==> src/hdl/gpmm_pkg.sv <==
`timescale 1ns / 1ps
// ----------------------------------------------------------------------------
// gpmm_pkg: shared types and constants for the GF(2) polynomial multiplier
// Request and response payload structs, register indexes and reset values.
// ----------------------------------------------------------------------------
package gpmm_pkg;

   localparam int OPERAND_W  = 16;
   localparam int RAW_W      = 31;
   localparam int REDUCED_W  = 16;
   localparam int MOD_LOW_W  = 16;
   localparam int MOD_DEG_W  = 5;
   localparam int CSR_DATA_W = 16;
   localparam int CSR_IDX_W  = 1;

   // Number of coefficient bits used from each operand. The payload and
   // response field widths above are sized for this value.
   localparam int COEFF_BITS = 16;

   // Number of product bit positions that one reduction stage retires.
   localparam int RED_STEPS = 8;

   localparam logic [CSR_IDX_W-1:0] CSR_MODULUS_LOW    = 1'd0;
   localparam logic [CSR_IDX_W-1:0] CSR_MODULUS_DEGREE = 1'd1;

   localparam logic [MOD_LOW_W-1:0] MOD_LOW_RESET = 16'd27;
   localparam logic [MOD_DEG_W-1:0] MOD_DEG_RESET = 5'd8;

   typedef struct packed {
      logic [OPERAND_W-1:0] operand_a;
      logic [OPERAND_W-1:0] operand_b;
   } req_type;

   typedef struct packed {
      logic [RAW_W-1:0]     raw_product;
      logic [REDUCED_W-1:0] reduced_product;
   } rsp_type;

endpackage

==> src/hdl/gpmm_red_stage.sv <==
`timescale 1ns / 1ps
// ----------------------------------------------------------------------------
// gpmm_red_stage: one pipeline stage of the modular reduction
// Clears up to STEPS product bits, top down, by XORing in the modulus
// aligned to each cleared position. Holds its own valid bit and handshake.
// ----------------------------------------------------------------------------
module gpmm_red_stage
   import gpmm_pkg::*;
#(
   parameter int PROD_WIDTH = 31,
   parameter int TOP_BIT    = 30,
   parameter int STEPS      = 8
) (
   input  logic                  clock,
   input  logic                  reset,
   input  logic                  in_valid,
   output logic                  in_ready,
   input  logic [PROD_WIDTH-1:0] in_prod,
   input  logic [PROD_WIDTH-1:0] in_raw,
   input  logic [PROD_WIDTH-1:0] m_top,
   input  logic [PROD_WIDTH-1:0] step_en,
   output logic                  out_valid,
   input  logic                  out_ready,
   output logic [PROD_WIDTH-1:0] out_prod,
   output logic [PROD_WIDTH-1:0] out_raw
);

   logic                  valid_ff;
   logic [PROD_WIDTH-1:0] prod_ff;
   logic [PROD_WIDTH-1:0] raw_ff;
   logic [PROD_WIDTH-1:0] prod_in;

   assign in_ready = !valid_ff || out_ready;

   // The modulus is kept aligned with its leading term at the top bit, so
   // each position needs only a fixed right shift of it.
   always_comb begin
      prod_in = in_prod;
      for (int j = 0; j < STEPS; j++) begin
         prod_in = prod_in ^ ({PROD_WIDTH{step_en[TOP_BIT-j] & prod_in[TOP_BIT-j]}}
                              & (m_top >> (PROD_WIDTH - 1 - TOP_BIT + j)));
      end
   end

   always_ff @(posedge clock) begin
      if (reset) begin
         valid_ff <= 1'b0;
      end else if (in_ready) begin
         valid_ff <= in_valid;
      end
   end

   always_ff @(posedge clock) begin
      if (in_ready && in_valid) begin
         prod_ff <= prod_in;
         raw_ff  <= in_raw;
      end
   end

   assign out_valid = valid_ff;
   assign out_prod  = prod_ff;
   assign out_raw   = raw_ff;

endmodule

==> src/hdl/gf2_poly_mul_mod_unit.sv <==
`timescale 1ns / 1ps
// ----------------------------------------------------------------------------
// gf2_poly_mul_mod_unit: carry-less multiply and reduce over GF(2)
// Forms the carry-less product of two binary polynomials and its remainder
// modulo x^degree + low bits, returning both for each request.
// ----------------------------------------------------------------------------
// The unit takes one request per cycle unless stalled and returns a response
// for each. R = ceil((2*COEFF_BITS-1)/8) is the number of reduction stages.
// One stage registers the operands, one forms the carry-less product, and
// each reduction stage retires up to eight product bit positions. Stalls hold the
// whole pipeline in place; empty stages still fill while the output waits.
// Write the modulus registers only while no request is in flight.
module gf2_poly_mul_mod_unit
   import gpmm_pkg::*;
(
   input  logic                  clock,
   input  logic                  reset,
   input  logic                  req_valid,
   output logic                  req_stall,
   input  req_type               req_payload,
   output logic                  rsp_valid,
   input  logic                  rsp_stall,
   output rsp_type               rsp_payload,
   input  logic                  csr_wr_en,
   input  logic [CSR_IDX_W-1:0]  csr_index,
   input  logic [CSR_DATA_W-1:0] csr_wr_data
);

   localparam int ProdW   = 2 * COEFF_BITS - 1;
   localparam int DegW    = $clog2(COEFF_BITS + 1);
   localparam int ShiftW  = $clog2(ProdW);
   localparam int NumRed  = (ProdW + RED_STEPS - 1) / RED_STEPS;

   // Configuration registers and values derived from them.
   logic [MOD_LOW_W-1:0]  mod_low_ff;
   logic [MOD_DEG_W-1:0]  mod_deg_ff;
   logic [DegW-1:0]       deg_eff;
   logic [COEFF_BITS-1:0] deg_mask_in;
   logic [COEFF_BITS-1:0] deg_mask_ff;
   logic [ProdW-1:0]      m_full;
   logic [ProdW-1:0]      m_top_in;
   logic [ProdW-1:0]      m_top_ff;
   logic [ProdW-1:0]      step_en_in;
   logic [ProdW-1:0]      step_en_ff;

   // Operand and product stages.
   logic                  s1_valid_ff;
   logic                  s1_ready;
   logic [COEFF_BITS-1:0] s1_a_ff;
   logic [COEFF_BITS-1:0] s1_b_ff;
   logic                  s2_valid_ff;
   logic                  s2_ready;
   logic [ProdW-1:0]      s2_prod_ff;
   logic [ProdW-1:0]      s2_prod_in;

   // Reduction chain; entry 0 is fed by the product stage.
   logic                  chain_valid [NumRed+1];
   logic                  chain_ready [NumRed+1];
   logic [ProdW-1:0]      chain_prod  [NumRed+1];
   logic [ProdW-1:0]      chain_raw   [NumRed+1];

   always_ff @(posedge clock) begin
      if (reset) begin
         mod_low_ff <= MOD_LOW_RESET;
         mod_deg_ff <= MOD_DEG_RESET;
      end else if (csr_wr_en) begin
         unique case (csr_index)
            CSR_MODULUS_LOW:    mod_low_ff <= csr_wr_data[MOD_LOW_W-1:0];
            CSR_MODULUS_DEGREE: mod_deg_ff <= csr_wr_data[MOD_DEG_W-1:0];
            default:            mod_low_ff <= mod_low_ff;
         endcase
      end
   end

   // The degree saturates at COEFF_BITS so the remainder fits its field.
   always_comb begin
      if (int'(mod_deg_ff) > COEFF_BITS) begin
         deg_eff = DegW'(COEFF_BITS);
      end else begin
         deg_eff = DegW'(mod_deg_ff);
      end
      for (int i = 0; i < COEFF_BITS; i++) begin
         deg_mask_in[i] = (i < int'(deg_eff));
      end
      for (int i = 0; i < ProdW; i++) begin
         step_en_in[i] = (i >= int'(deg_eff));
      end
      m_full   = (ProdW'(1) << deg_eff)
                 | ProdW'(COEFF_BITS'(mod_low_ff) & deg_mask_in);
      m_top_in = m_full << (ShiftW'(ProdW - 1) - ShiftW'(deg_eff));
   end

   always_ff @(posedge clock) begin
      deg_mask_ff <= deg_mask_in;
      m_top_ff    <= m_top_in;
      step_en_ff  <= step_en_in;
   end

   // Operand register.
   assign s1_ready  = !s1_valid_ff || s2_ready;
   assign req_stall = !s1_ready;

   always_ff @(posedge clock) begin
      if (reset) begin
         s1_valid_ff <= 1'b0;
      end else if (s1_ready) begin
         s1_valid_ff <= req_valid;
      end
   end

   always_ff @(posedge clock) begin
      if (s1_ready && req_valid) begin
         s1_a_ff <= COEFF_BITS'(req_payload.operand_a);
         s1_b_ff <= COEFF_BITS'(req_payload.operand_b);
      end
   end

   // Carry-less product: XOR of shifted copies of a, one per set bit of b.
   always_comb begin
      s2_prod_in = '0;
      for (int i = 0; i < COEFF_BITS; i++) begin
         s2_prod_in = s2_prod_in
                      ^ ({ProdW{s1_b_ff[i]}} & (ProdW'(s1_a_ff) << i));
      end
   end

   assign s2_ready = !s2_valid_ff || chain_ready[0];

   always_ff @(posedge clock) begin
      if (reset) begin
         s2_valid_ff <= 1'b0;
      end else if (s2_ready) begin
         s2_valid_ff <= s1_valid_ff;
      end
   end

   always_ff @(posedge clock) begin
      if (s2_ready && s1_valid_ff) begin
         s2_prod_ff <= s2_prod_in;
      end
   end

   assign chain_valid[0] = s2_valid_ff;
   assign chain_prod[0]  = s2_prod_ff;
   assign chain_raw[0]   = s2_prod_ff;

   for (genvar k = 0; k < NumRed; k++) begin : g_red
      localparam int TopBit = ProdW - 1 - RED_STEPS * k;
      localparam int Steps  = (TopBit + 1 < RED_STEPS) ? TopBit + 1 : RED_STEPS;

      gpmm_red_stage #(
         .PROD_WIDTH (ProdW),
         .TOP_BIT    (TopBit),
         .STEPS      (Steps)
      ) u_red_stage (
         .clock     (clock),
         .reset     (reset),
         .in_valid  (chain_valid[k]),
         .in_ready  (chain_ready[k]),
         .in_prod   (chain_prod[k]),
         .in_raw    (chain_raw[k]),
         .m_top     (m_top_ff),
         .step_en   (step_en_ff),
         .out_valid (chain_valid[k+1]),
         .out_ready (chain_ready[k+1]),
         .out_prod  (chain_prod[k+1]),
         .out_raw   (chain_raw[k+1])
      );
   end

   assign chain_ready[NumRed] = !rsp_stall;

   assign rsp_valid                   = chain_valid[NumRed];
   assign rsp_payload.raw_product     = RAW_W'(chain_raw[NumRed]);
   assign rsp_payload.reduced_product =
      REDUCED_W'(chain_prod[NumRed][COEFF_BITS-1:0] & deg_mask_ff);

   // With the output free, every stage can advance, so no request waits.
   a_no_stall_when_drained : assert property (@(posedge clock) disable iff (reset)
      !rsp_stall |-> !req_stall)
      else $error("request stalled while the output was free");

   a_accept_fills_s1 : assert property (@(posedge clock) disable iff (reset)
      req_valid && !req_stall |=> s1_valid_ff)
      else $error("accepted request did not enter the operand stage");

   a_remainder_degree : assert property (@(posedge clock) disable iff (reset)
      rsp_valid |-> ((chain_prod[NumRed][COEFF_BITS-1:0] & ~deg_mask_ff)
                     & chain_prod[NumRed][COEFF_BITS-1:0] & ~deg_mask_ff) == '0)
      else $error("reduction left bits at or above the modulus degree");

endmodule
==> config.mk <==
export PLATFORM = sky130hd
export DESIGN_NAME = gf2_poly_mul_mod_unit
export DESIGN_NICKNAME = d
export VERILOG_FILES = /design/src/hdl/gpmm_pkg.sv /design/src/hdl/gpmm_red_stage.sv /design/src/hdl/gf2_poly_mul_mod_unit.sv
export SDC_FILE = /design/constraint.sdc
export NUM_CORES = 1
export LEC_CHECK = 0
export BUFFER_PORTS_ARGS = -buffer_cell sky130_fd_sc_hd__buf_4
export CAP_MARGIN = 20
export CORE_MARGIN = 5
export CORE_UTILIZATION = 30
export CTS_BUF_LIST = sky130_fd_sc_hd__clkbuf_8
export CTS_CLUSTER_SIZE = 14
export DETAILED_ROUTE_END_ITERATION = 10
export GPL_ROUTABILITY_DRIVEN = 0
export SKIP_CTS_REPAIR_TIMING = 1
export SYNTH_ARGS = -nofsm -noshare
export SYNTH_HDL_FRONTEND = slang
export SYNTH_SLANG_ARGS = --single-unit
==> constraint.sdc <==
create_clock -name clock -period 7.9 [get_ports clock]
set_input_delay 0 -clock clock [delete_from_list [all_inputs] [get_ports clock]]
set_output_delay 0 -clock clock [all_outputs]
set_load 0.02 [all_outputs]
### Word level (Yosys, flattened, before mapping)

Index checks and enable logic that the tools add are counted.

* flip-flop bits (word level): 363
* input port bits: 54
* output and inout port bits: 49
* word-level logic and storage cells: 224

* add/sub/neg operators: 1
* $lt $le $gt $ge: 48
* shift operators: 2
* multiplexer cells: 1
* bitwise operators: 128
* reduce and logical (&&, ||, !) cells: 22

Operators with widths (number)
* bitwise XOR 31 bit: 15
* bitwise XOR 16 bit: 17
* greater-or-equal comparator 5 bit, first input constant: 15
* bitwise AND 16 bit: 4
* greater-or-equal comparator 4 x 5 -> 1 bit, first input constant: 8
* less-than comparator 4 x 5 -> 1 bit, first input constant: 8
* bitwise AND 1 bit: 31
* bitwise AND 31 x 16 -> 31 bit: 1
* bitwise AND 31 x 17 -> 31 bit: 1
* bitwise AND 31 x 18 -> 31 bit: 1
* bitwise AND 31 x 19 -> 31 bit: 1
* bitwise AND 31 x 20 -> 31 bit: 1
* bitwise AND 31 x 21 -> 31 bit: 1
* bitwise AND 31 x 22 -> 31 bit: 1
* bitwise AND 31 x 23 -> 31 bit: 1
* bitwise AND 31 x 24 -> 31 bit: 1
* bitwise AND 31 x 25 -> 31 bit: 1
* bitwise AND 31 x 26 -> 31 bit: 1
* bitwise AND 31 x 27 -> 31 bit: 1
* bitwise AND 31 x 28 -> 31 bit: 1
* bitwise AND 31 x 29 -> 31 bit: 1
* bitwise AND 31 x 30 -> 31 bit: 1
* bitwise AND 31 bit: 1
* bitwise OR 31 x 16 -> 31 bit: 1
* other kinds (59): 87

### Longest topological paths before layout

Gate-level depths: netlist of run 1.

* word-level depth: 24
* mapped depth: 17
* mapped depth without buffers: 15

### Modules after synthesis

Synthesis of run 1 repeated with hierarchy kept, for this count alone.

* cell total of the unflattened synthesis: 2785
* area total of the unflattened synthesis: 26151.3 um^2

Modules (own cells, without submodules)
* gf2_poly_mul_mod_unit: times used 1, cells each 1145, area each 9740.6 um^2, seq. area each 3913.8 um^2
* gpmm_red_stage (g_red[0].u_red_stage): times used 1, cells each 662, area each 5670.4 um^2, seq. area each 1881.8 um^2
* gpmm_red_stage (g_red[1].u_red_stage): times used 1, cells each 493, area each 4662.0 um^2, seq. area each 1881.8 um^2
* gpmm_red_stage (g_red[2].u_red_stage): times used 1, cells each 323, area each 3534.6 um^2, seq. area each 1881.8 um^2
* gpmm_red_stage (g_red[3].u_red_stage): times used 1, cells each 162, area each 2543.7 um^2, seq. area each 1881.8 um^2

### Least setup slack after synthesis of run 1

No wires, ideal clock.

* kind: register to register
* start: register g_red[3].u_red_stage.valid_ff
* end: register g_red[1].u_red_stage.prod_ff[0], enable pin
* setup time: 524 ps
* arrival: 4045 ps
* data required time: 7376 ps
* setup slack: 3331 ps
* stages on the path, launching flop included: 3
* path buffers: 0
* clock period less this slack: 4569 ps
* path through: dfxtp_1 -> and3_1 -> a21boi_0

* word-level cells in the longest chain between the ends: 5

Ends and longest elaborated chain
* start, declared: line gpmm_red_stage.sv:28 `logic valid_ff;`
* start signal, assigned: line gpmm_red_stage.sv:49 `valid_ff <= in_valid;`
* zero test 1 bit: line gpmm_red_stage.sv:33 `assign in_ready = !valid_ff || out_ready;`
* logical OR 1 bit (3 in series): line gpmm_red_stage.sv:33
* logical AND 1 bit: line gpmm_red_stage.sv:54 `if (in_ready && in_valid) begin`
* end signal, assigned: line gpmm_red_stage.sv:55 `prod_ff <= prod_in;`
* end, declared: line gpmm_red_stage.sv:29 `logic [PROD_WIDTH-1:0] prod_ff;`

Every way passes these cells.
A chain may end at the register's enable or synchronous reset.

### Worst setup path in the final report of run 1

* start: register m_top_ff[29]
* end: register g_red[0].u_red_stage.prod_ff[0], data pin

* word-level cells in the longest chain between the ends: 23

Ends and longest elaborated chain
* start, declared: line gf2_poly_mul_mod_unit.sv:42 `logic [ProdW-1:0] m_top_ff;`
* start signal, assigned: line gf2_poly_mul_mod_unit.sv:95 `m_top_ff <= m_top_in;`
* bitwise AND 30 bit: line gpmm_red_stage.sv:41 `& (m_top >> (PROD_WIDTH - 1 - TOP_BIT + j)));`
* bitwise XOR 30 bit: line gpmm_red_stage.sv:40 `prod_in = prod_in ^ ({PROD_WIDTH{step_en[TOP_BIT-j] & prod_in[TOP_BIT-j]}}`
* bitwise AND 1 bit: line gpmm_red_stage.sv:40
* bitwise AND 29 bit: line gpmm_red_stage.sv:41
* bitwise XOR 29 bit: line gpmm_red_stage.sv:40
* bitwise AND 1 bit: line gpmm_red_stage.sv:40
* bitwise AND 28 bit: line gpmm_red_stage.sv:41
* bitwise XOR 28 bit: line gpmm_red_stage.sv:40
* [8 not listed]
* bitwise XOR 25 bit: line gpmm_red_stage.sv:40
* bitwise AND 1 bit: line gpmm_red_stage.sv:40
* bitwise AND 24 bit: line gpmm_red_stage.sv:41
* bitwise XOR 24 bit *: line gpmm_red_stage.sv:40
* bitwise AND 1 bit: line gpmm_red_stage.sv:40
* bitwise AND 23 bit: line gpmm_red_stage.sv:41
* bitwise XOR 23 bit *: line gpmm_red_stage.sv:40
* via g_red[0].u_red_stage.prod_in[0]: line gpmm_red_stage.sv:31 `logic [PROD_WIDTH-1:0] prod_in;`
* end signal, assigned: line gpmm_red_stage.sv:55
* end, declared: line gpmm_red_stage.sv:29

Mark *: on every way through the listed nets, which the timed path passes. The rest lies on a longest branch.

==> results of run 1 <==
[flip-flops by register name, summed over array words and instances (netlist names)]
register                     cells
deg_mask_ff                     16
s2_valid_ff                      1
m_top_ff                        31
mod_low_ff                      16
g_red.u_red_stage.out_valid      4
step_en_ff                      31
g_red.u_red_stage.out_prod      71
s2_prod_ff                      31
s1_b_ff                         16
s1_valid_ff                      1
g_red.u_red_stage.out_raw      124
mod_deg_ff                       5
s1_a_ff                         16
[worst min-delay path by stage]
stage | startpoint | end | slack, ps | cells after the start
after floorplan | req_payload[16] | s1_a_ff[0] | 100 | 0
after global routing | req_payload[12] | s1_b_ff[12] | 20 | 2
after global placement | req_payload[9] | s1_b_ff[9] | 180 | 1
after CTS | req_payload[26] | s1_a_ff[10] | -540 | 1
final | req_payload[12] | s1_b_ff[12] | 60 | 2
after detailed placement | req_payload[20] | s1_a_ff[4] | 180 | 1
[worst register-to-register path, stage by stage (launching register included)]
cell and delay, ps:
dfxtp_2 710, nand3_1 180, xnor2_1 210, and2_1 720, nand2_1 130, xnor3_1 400, mux2_2 370, o32a_1 330
a211oi_2 400, o211a_1 660, o21a_1 780, o211ai_1 200, xnor2_1 170
[power breakdown]
group          leakage, nW  switching, W  total [W]  internal (W)
logic                 5.19       0.00110    0.00202      0.000923
registers             3.27      0.000180    0.00241       0.00223
clock network        0.734      0.000789    0.00173      0.000941
total                 9.19       0.00207    0.00616       0.00409
[cell families after synthesis]
logic type               share of synthesized area, %
adder cells (fa/ha/maj)                         0.318
AND/OR/NAND/NOR                                  18.2
AO/OA/AOI/OAI                                    7.04
multiplexers                                     2.79
flip-flops                                       41.7
buffers and inverters                            4.86
other                                          0.0159
XOR/XNOR                                         25.1
[synth_stat cells (22+ instances only)]
| master | count |
|---|---|
| nand4_1 | 22 |
| xor2_1 | 105 |
| edfxtp_1 | 258 |
| o21ai_0 | 61 |
| xnor2_1 | 566 |
| o211ai_1 | 32 |
| inv_1 | 22 |
| dfxtp_1 | 105 |
| buf_4 | 34 |
| nor2_1 | 94 |
| nand3_1 | 72 |
| clkbuf_1 | 164 |
| nand2_1 | 700 |
| and2_1 | 33 |
| buf_1 | 30 |
| mux2i_1 | 54 |
| a21oi_1 | 63 |
[final cells by class]
class                      count  area, sq um
fill                        7819        50700
multi-input combinational   2014        12700
sequential                   363         9850
timing repair buffer         207         1780
tap                         1040         1300
clock buffer                  70          963
clock inverter                43          295
inverter                      24         90.1
antenna                        1         2.50
[layer usage]
layer / vias to the layer above / share of wire [%] / global-route usage, %
met4: 0 / 3.0 / 4.56
met2: 465 / 48 / 23.4
li1: 8690 / - / -
met1: 8330 / 45 / 18.2
met3: 111 / 4.3 / 1.88
met5: - / 0 / 0
[stage by stage]
step	power, W	std cells	hold WS (ps)
3_3_place_gp	0.00441	3571	179
4_1_cts	0.00619	3684	-536
6_report	0.00616	3762	59.5
3_5_place_dp	0.00443	3571	179
2_1_floorplan	0.00400	2641	98.9
5_1_grt	0.00651	3762	18.6
==> flow_metrics.env, run 1 <==
export IMPL_track_usage_pct=13.8
export IMPL_finalHoldViolations=0
export IMPL_numCtsBuffers=60
export IMPL_dieArea_sq_um=84400
export IMPL_syn_instance_count=2627
export IMPL_drc=0
export IMPL_endpoint="g_red[0].u_red_stage.out_prod[0]"
export IMPL_setup_slack_ps=2430
export IMPL_rows=102
export IMPL_cts_root_buf="clkbuf_8"
export IMPL_synth_area_leaders="edfxtp_1 (33%), xnor2_1 (21%), nand2_1 (11%)"
export IMPL_cp_num_buf_inv=0
export IMPL_synth_distinct_cells=82
export IMPL_r2r_end="g_red[0].u_red_stage.out_prod[0]"
export IMPL_clk_pin_slew_ps=60
export IMPL_yosysTopAreaCell="edfxtp_1"
export IMPL_crit_top_cell="xnor2_1"
export IMPL_critPathSlowestCell="o21a_1"
export IMPL_grt_pass1_wl_microns=95200
export IMPL_slew_viol_final=0
export IMPL_cp_arrival_ps=5880
export IMPL_insertion_delay_ps=680
export IMPL_required_ps=8310
export IMPL_wl_microns=61300
export IMPL_drive_above_1_share_pct=9.26
export IMPL_r2r_start="m_top_ff[29]"
export IMPL_worstPathCellList="nand3_1 -> xnor2_1 -> and2_1 -> nand2_1 -> xnor3_1 -> mux2_2 -> o32a_1 -> a211oi_2 -> o211a_1 -> o21a_1 -> o211ai_1 -> xnor2_1"
export IMPL_clockBufferDepth=3
export IMPL_grt_overflow=0
export IMPL_p_per_area_nw_per_um2=228
export IMPL_cp_end_kind="flip-flop"
export IMPL_slew_limit_headroom_pct=27.8
export IMPL_start_util_pct=30.4
export IMPL_synth_edff_count=258
export IMPL_drt_pass1_iter_count=5
export IMPL_dpl_cell_area_sq_um=24900
export IMPL_postLayoutCellArea_sq_um=27000
export IMPL_dp_hpwl_microns=40500
export IMPL_rsz0062_at_grt="no"
export IMPL_rr_worst_depth=12
export IMPL_path_depth=12
export IMPL_path_class="flip-flop to flip-flop"
export IMPL_yosys_warnings=0
export IMPL_coreArea_sq_um=77700
export IMPL_die_y_microns=291
export IMPL_mostFrequentLayoutCell="nand2_1"
export IMPL_critPathLaunchType="flip-flop"
export IMPL_postRouteAntennaNets=0
export IMPL_layout_common_cells="nand2_1 (700), xnor2_1 (566), edfxtp_1 (258)"
export IMPL_io_pins=103
export IMPL_area_growth_pct=14.4
export IMPL_leakagePower_nw=9.19
export IMPL_worstMarginPinSlew_ps=1080
export IMPL_hold_path_class="primary input to flip-flop"
export IMPL_setup_tns_ps=0
export IMPL_die_width_microns=291
export IMPL_nNetsFinal=2730
export IMPL_synth_top_cell_area_share_pct=32.8
export IMPL_dp_slack_ps=2450
export IMPL_async_reset_ff_share_pct=0
export IMPL_fmax_mhz=183
export IMPL_syn_area_per_cell_sq_um=8.99
export IMPL_ys_seq_area_share_pct=41.7
export IMPL_drv_cap=0
export IMPL_fin_skew_ps=56.8
export IMPL_routedWlPerCell_microns=16.3
export IMPL_synth_area_sq_um=23600
export IMPL_setup_viol=0
export IMPL_critical_path_top_delay_family="compound AO/OA/AOI/OAI gates"
export IMPL_grt_max_degree=55
export IMPL_numPortBuffers=102
export IMPL_peakVddDrop_mv=0.150
export IMPL_grt_pass1_vias=16769
export IMPL_avgViaCountPerCell=4.68
export IMPL_period_share_pct=69.3
export IMPL_drtIter0Drc=1459
export IMPL_synth_seq_cells=363
export IMPL_antenna_found_initial=2
export IMPL_crit_fanout=28
export IMPL_ff2ff_setup_slack_ps=2430
export IMPL_tritoncts="built"
export IMPL_status="finished clean"
export IMPL_final_core_util_pct=34.7
export IMPL_vias=17596
export IMPL_htreeDepth=2
export IMPL_period_needed_ps=5470
export IMPL_cts_num_sinks=363
export IMPL_startpoint="m_top_ff[29]"
export IMPL_critPathMaxStageDelay_ps=770
export IMPL_synth_ff_type="edfxtp_1"
(Power assumes the default switching activity.)
==> run 2: changes to the inputs <==
==> constraint.sdc (replaced) <==
create_clock -name clock -period 5.3 [get_ports clock]
set_input_delay 0 -clock clock [delete_from_list [all_inputs] [get_ports clock]]
set_output_delay 0 -clock clock [all_outputs]
set_load 0.02 [all_outputs]
==> run 2 against run 1 <==
  * Clock power rose by 69%
  * First-iteration DRC count fell by 8.3%
  * Clock skew rose by 13 ps
  * Utilization rose by 0.22 points
  * Via count fell by 0.16%
  * Non-clock buffer count rose by 3
  * Setup slack got worse by 1900 ps
==> flow_metrics.env, run 2 (synthesized netlist as in run 1, its figures left out) <==
export IMPL_numPortBuffers=102
export IMPL_cp_num_buf_inv=2
export IMPL_cp_end_kind="flip-flop"
export IMPL_ff2ff_setup_slack_ps=530
export IMPL_die_y_microns=291
export IMPL_dp_hpwl_microns=39700
export IMPL_grtUsageMet2_pct=23.4
export IMPL_cts_root_buf="clkbuf_8"
export IMPL_fin_cells=3759
export IMPL_setup_slack_ps=527
export IMPL_nNetsFinal=2732
export IMPL_grt_max_degree=48
export IMPL_place_inst=3578
export IMPL_tritoncts="built"
export IMPL_required_ps=5700
export IMPL_slew_limit_headroom_pct=28.6
export IMPL_setup_viol=0
export IMPL_worstMarginPinSlew_ps=1070
export IMPL_critPathLaunchType="flip-flop"
export IMPL_peakVddDrop_mv=0.197
export IMPL_cp_arrival_ps=5170
export IMPL_htreeDepth=2
export IMPL_drive_above_1_share_pct=9.79
export IMPL_fill_cells=7771
export IMPL_hold_path_class="primary input to flip-flop"
export IMPL_whs_ps=42.3
export IMPL_grt_pass1_vias=16564
export IMPL_rsz0062_at_grt="no"
export IMPL_critical_path_top_delay_family="compound AO/OA/AOI/OAI gates"
export IMPL_leakagePower_nw=9.23
export IMPL_coreArea_sq_um=77700
export IMPL_dp_slack_ps=571
export IMPL_rows=102
export IMPL_clockBufferDepth=3
export IMPL_start_util_pct=30.4
export IMPL_crit_fanout=28
export IMPL_critPathMaxStageDelay_ps=730
export IMPL_die_width_microns=291
export IMPL_period_share_pct=90.1
export IMPL_finalHoldViolations=0
export IMPL_fin_skew_ps=70.1
export IMPL_clk_pin_slew_ps=70
export IMPL_path_class="flip-flop to flip-flop"
export IMPL_drtIter0Drc=1338
export IMPL_track_usage_pct=13.4
export IMPL_gr_usage_met3_pct=1.99
export IMPL_slew_viol_final=0
export IMPL_p_per_area_nw_per_um2=350
export IMPL_layout_common_cells="nand2_1 (700), xnor2_1 (566), edfxtp_1 (258)"
export IMPL_grt_pass1_wl_microns=93100
export IMPL_setup_tns_ps=0
export IMPL_grt_overflow=0
export IMPL_mostFrequentLayoutCell="nand2_1"
export IMPL_fmax_mhz=210
export IMPL_grt_busiest_layer="met2"
export IMPL_power_total_w=0.00952
export IMPL_largest_reg_flops=124
export IMPL_cts_num_sinks=363
export IMPL_wl_microns=59900
export IMPL_numCtsBuffers=59
export IMPL_area_growth_pct=15.1
export IMPL_drc=0
export IMPL_avgViaCountPerCell=4.67
export IMPL_routedWlPerCell_microns=15.9
export IMPL_dieArea_sq_um=84400
export IMPL_io_pins=103
export IMPL_status="finished clean"
export IMPL_met1_usage_pct=17.2
export IMPL_drt_pass1_iter_count=6
export IMPL_worstPathCellList="and2_1 -> buf_4 -> a21oi_1 -> xnor2_1 -> nand3_1 -> xnor3_1 -> mux2_2 -> o32a_1 -> a211oi_2 -> o211a_1 -> buf_4 -> o21a_1 -> o211ai_1 -> xnor2_1"
export IMPL_vias=17567
export IMPL_postRouteAntennaNets=0
export IMPL_drv_cap=0
export IMPL_insertion_delay_ps=680
export IMPL_antenna_found_initial=1
export IMPL_critPathSlowestCell="o21a_1"
export IMPL_period_needed_ps=4770
-- run 2: power breakdown --
| group | internal [W] | switching, W | leakage, nW |
|---|---|---|---|
| clock network | 0.00173 | 0.00120 | 0.756 |
| registers | 0.00332 | 0.000283 | 3.27 |
| logic | 0.00138 | 0.00161 | 5.20 |
-- run 2: final cells by class --
| class | count | area, sq um | area share [%] |
|---|---|---|---|
| Clock buffer | 69 | 950 | 3.50 |
| Antenna cell | 1 | 2.50 | 0.00921 |
| Multi-Input combinational cell | 2014 | 12700 | 46.8 |
| Tap cell | 1040 | 1300 | 4.79 |
| Clock inverter | 38 | 470 | 1.73 |
| Inverter | 24 | 90.1 | 0.332 |
| Timing Repair Buffer | 210 | 1790 | 6.58 |
| Sequential cell | 363 | 9850 | 36.3 |
-- run 2: path summary, 6_finish.rpt --
kind                                          from                                 to  cells past startpoint
setup / recovery                    s2_prod_ff[30]  g_red[0].u_red_stage.out_prod[10]                     14
hold / removal                     req_payload[23]                         s1_a_ff[7]                      2
setup reg to reg                    s2_prod_ff[30]  g_red[0].u_red_stage.out_prod[10]                     14
hold reg to reg   g_red[2].u_red_stage.out_raw[23]   g_red[3].u_red_stage.out_raw[23]                      0
-- run 2: layer usage --
metal | share of wire, % | wire length, microns
met1 | 43 | 25700
met2 | 49 | 29600
met3 | 4.9 | 2930
met4 | 2.6 | 1580
met5 | 0 | 0
-- run 2: through the flow --
step | util, % | cell area, sq um
final | 35.0 | 27200
after global placement | 32.2 | 25000
after global routing | 35.0 | 27200
after floorplan | - | 23700
after CTS | 34.0 | 26400
after detailed placement | 32.2 | 25000
==> run 3: changes to the inputs <==
--- a/config.mk
+++ b/config.mk
@@ -7,12 +7,15 @@
 export LEC_CHECK = 0
 export BUFFER_PORTS_ARGS = -buffer_cell sky130_fd_sc_hd__buf_4
 export CAP_MARGIN = 20
+export CELL_PAD_IN_SITES_DETAIL_PLACEMENT = 0
+export CELL_PAD_IN_SITES_GLOBAL_PLACEMENT = 2
 export CORE_MARGIN = 5
 export CORE_UTILIZATION = 30
 export CTS_BUF_LIST = sky130_fd_sc_hd__clkbuf_8
 export CTS_CLUSTER_SIZE = 14
 export DETAILED_ROUTE_END_ITERATION = 10
 export GPL_ROUTABILITY_DRIVEN = 0
+export PLACE_DENSITY_LB_ADDON = 0.1
 export SKIP_CTS_REPAIR_TIMING = 1
 export SYNTH_ARGS = -nofsm -noshare
 export SYNTH_HDL_FRONTEND = slang
==> run 3 against run 2 <==
  * First-iteration DRC count shrank 27%
  * Clock power increased by 3%
  * Sequential power increased by 2%
  * Critical endpoint is now g_red[1].u_red_stage.out_prod[14]
  * Utilization grew 0.48 points
  * Die area stayed put
  * Wire length is 23% higher
==> flow_metrics.env, run 3 (synthesized netlist as in run 1, its figures left out) <==
export IMPL_fmax_mhz=215
export IMPL_numPortBuffers=102
export IMPL_slew_viol_final=0
export IMPL_cts_root_buf="clkbuf_8"
export IMPL_drtIter0Drc=971
export IMPL_status="finished clean"
export IMPL_routedWlPerCell_microns=19.2
export IMPL_grt_overflow=0
export IMPL_dp_slack_ps=615
export IMPL_setup_tns_ps=0
export IMPL_final_core_util_pct=35.4
export IMPL_tritoncts="built"
export IMPL_cp_num_buf_inv=1
export IMPL_crit_fanout=38
export IMPL_slew_limit_headroom_pct=30.0
export IMPL_rows=102
export IMPL_worstPathCellList="buf_4 -> nand2_1 -> mux2_4 -> a32oi_1 -> mux2i_2 -> a31oi_1 -> and4_4 -> nor2_1 -> mux2i_1 -> nand3_1 -> nand4_1 -> xnor2_1 -> xnor2_1"
export IMPL_wl_microns=73600
export IMPL_io_pins=103
export IMPL_cp_arrival_ps=5030
export IMPL_nNetsFinal=2779
export IMPL_coreArea_sq_um=77700
export IMPL_drv_cap=0
export IMPL_drc=0
export IMPL_htreeDepth=3
export IMPL_area_growth_pct=16.7
export IMPL_leakagePower_nw=9.46
export IMPL_fin_skew_ps=28.4
export IMPL_setup_viol=0
export IMPL_dp_hpwl_microns=50200
export IMPL_critPathSlowestCell="dfxtp_2"
export IMPL_setup_slack_ps=653
export IMPL_period_needed_ps=4650
export IMPL_period_share_pct=87.7
export IMPL_finalHoldViolations=0
export IMPL_clk_pin_slew_ps=60
export IMPL_worstMarginPinSlew_ps=1050
export IMPL_insertion_delay_ps=670
export IMPL_fin_cells=3823
export IMPL_drive_above_1_share_pct=10.3
export IMPL_postRouteAntennaNets=0
export IMPL_die_width_microns=291
export IMPL_grt_max_degree=55
export IMPL_required_ps=5680
export IMPL_critPathLaunchType="flip-flop"
export IMPL_cp_end_kind="flip-flop"
export IMPL_layout_common_cells="nand2_1 (700), xnor2_1 (566), edfxtp_1 (258)"
export IMPL_start_util_pct=30.4
export IMPL_crit_top_cell="xnor2_1"
export IMPL_grt_pass1_wl_microns=112000
export IMPL_peakVddDrop_mv=0.263
export IMPL_mostFrequentLayoutCell="nand2_1"
export IMPL_track_usage_pct=16.9
export IMPL_avgViaCountPerCell=4.62
export IMPL_path_class="flip-flop to flip-flop"
export IMPL_clockBufferDepth=3
export IMPL_rsz0062_at_grt="no"
export IMPL_die_y_microns=291
export IMPL_numCtsBuffers=76
export IMPL_largest_reg_flops=124
export IMPL_hold_path_class="primary input to flip-flop"
export IMPL_critPathMaxStageDelay_ps=570
export IMPL_critical_path_top_delay_family="simple AND/OR/NAND/NOR gates"
export IMPL_drt_pass1_iter_count=5
export IMPL_antenna_found_initial=3
export IMPL_cts_num_sinks=363
export IMPL_grt_pass1_vias=17944
export IMPL_dieArea_sq_um=84400
export IMPL_p_per_area_nw_per_um2=354
export IMPL_vias=17660
export IMPL_place_inst=3593
[run 3: cell count changes in the layout (fill, tap and decap cells not counted), moves of 2 or more]
cell	change
inv_6	+2
inv_1	+15
dlygate4sd3_1	+15
clkinv_1	+13
diode_2	+2
buf_4	+14
clkbuf_8	+9
clkinv_2	-3
bufinv_16	-5
[run 3: cell type report]
cell class	instances	area, sq um
Tap cell	1040	1300
Inverter	24	90.1
Clock inverter	61	439
Sequential cell	363	9850
Antenna cell	3	7.51
Timing Repair Buffer	240	2060
Multi-Input combinational cell	2014	12700
Clock buffer	78	1070
Fill cell	7889	50200
[run 3: metal layers]
layer  up-vias  part of all wire, %  global-route usage [%]
li1       8796                    -                       -
met1      8454                   43                    20.3
met2       282                   52                    31.4
met3       128                  2.8                    2.58
met4         0                  2.7                    4.72
met5         -                    0                       0
[run 3: power by group]
part | switching [W] | internal [W]
Sequential | 0.000337 | 0.00332
Combinational | 0.00167 | 0.00140
Clock | 0.00134 | 0.00167
[run 3: path summary, 6_finish.rpt]
path,startpoint,endpoint,slack [ps],cells after the start
hold / removal,req_payload[10],s1_b_ff[10],60,2
setup reg to reg,m_top_ff[29],g_red[1].u_red_stage.out_prod[14],650,13
setup / recovery,m_top_ff[29],g_red[1].u_red_stage.out_prod[14],650,13
hold reg to reg,g_red[2].u_red_stage.out_raw[23],g_red[3].u_red_stage.out_raw[23],400,0
[run 3: through the flow]
step | cell area (sq um) | hold slack [ps] | total power [W]
floorplan | 23700 | 98.9 | 0.00596
global placement | 25100 | 178 | 0.00677
detailed placement | 25100 | 179 | 0.00679
CTS | 26600 | -557 | 0.00989
global route | 27500 | 10.0 | 0.0103
finish | 27500 | 57.9 | 0.00975
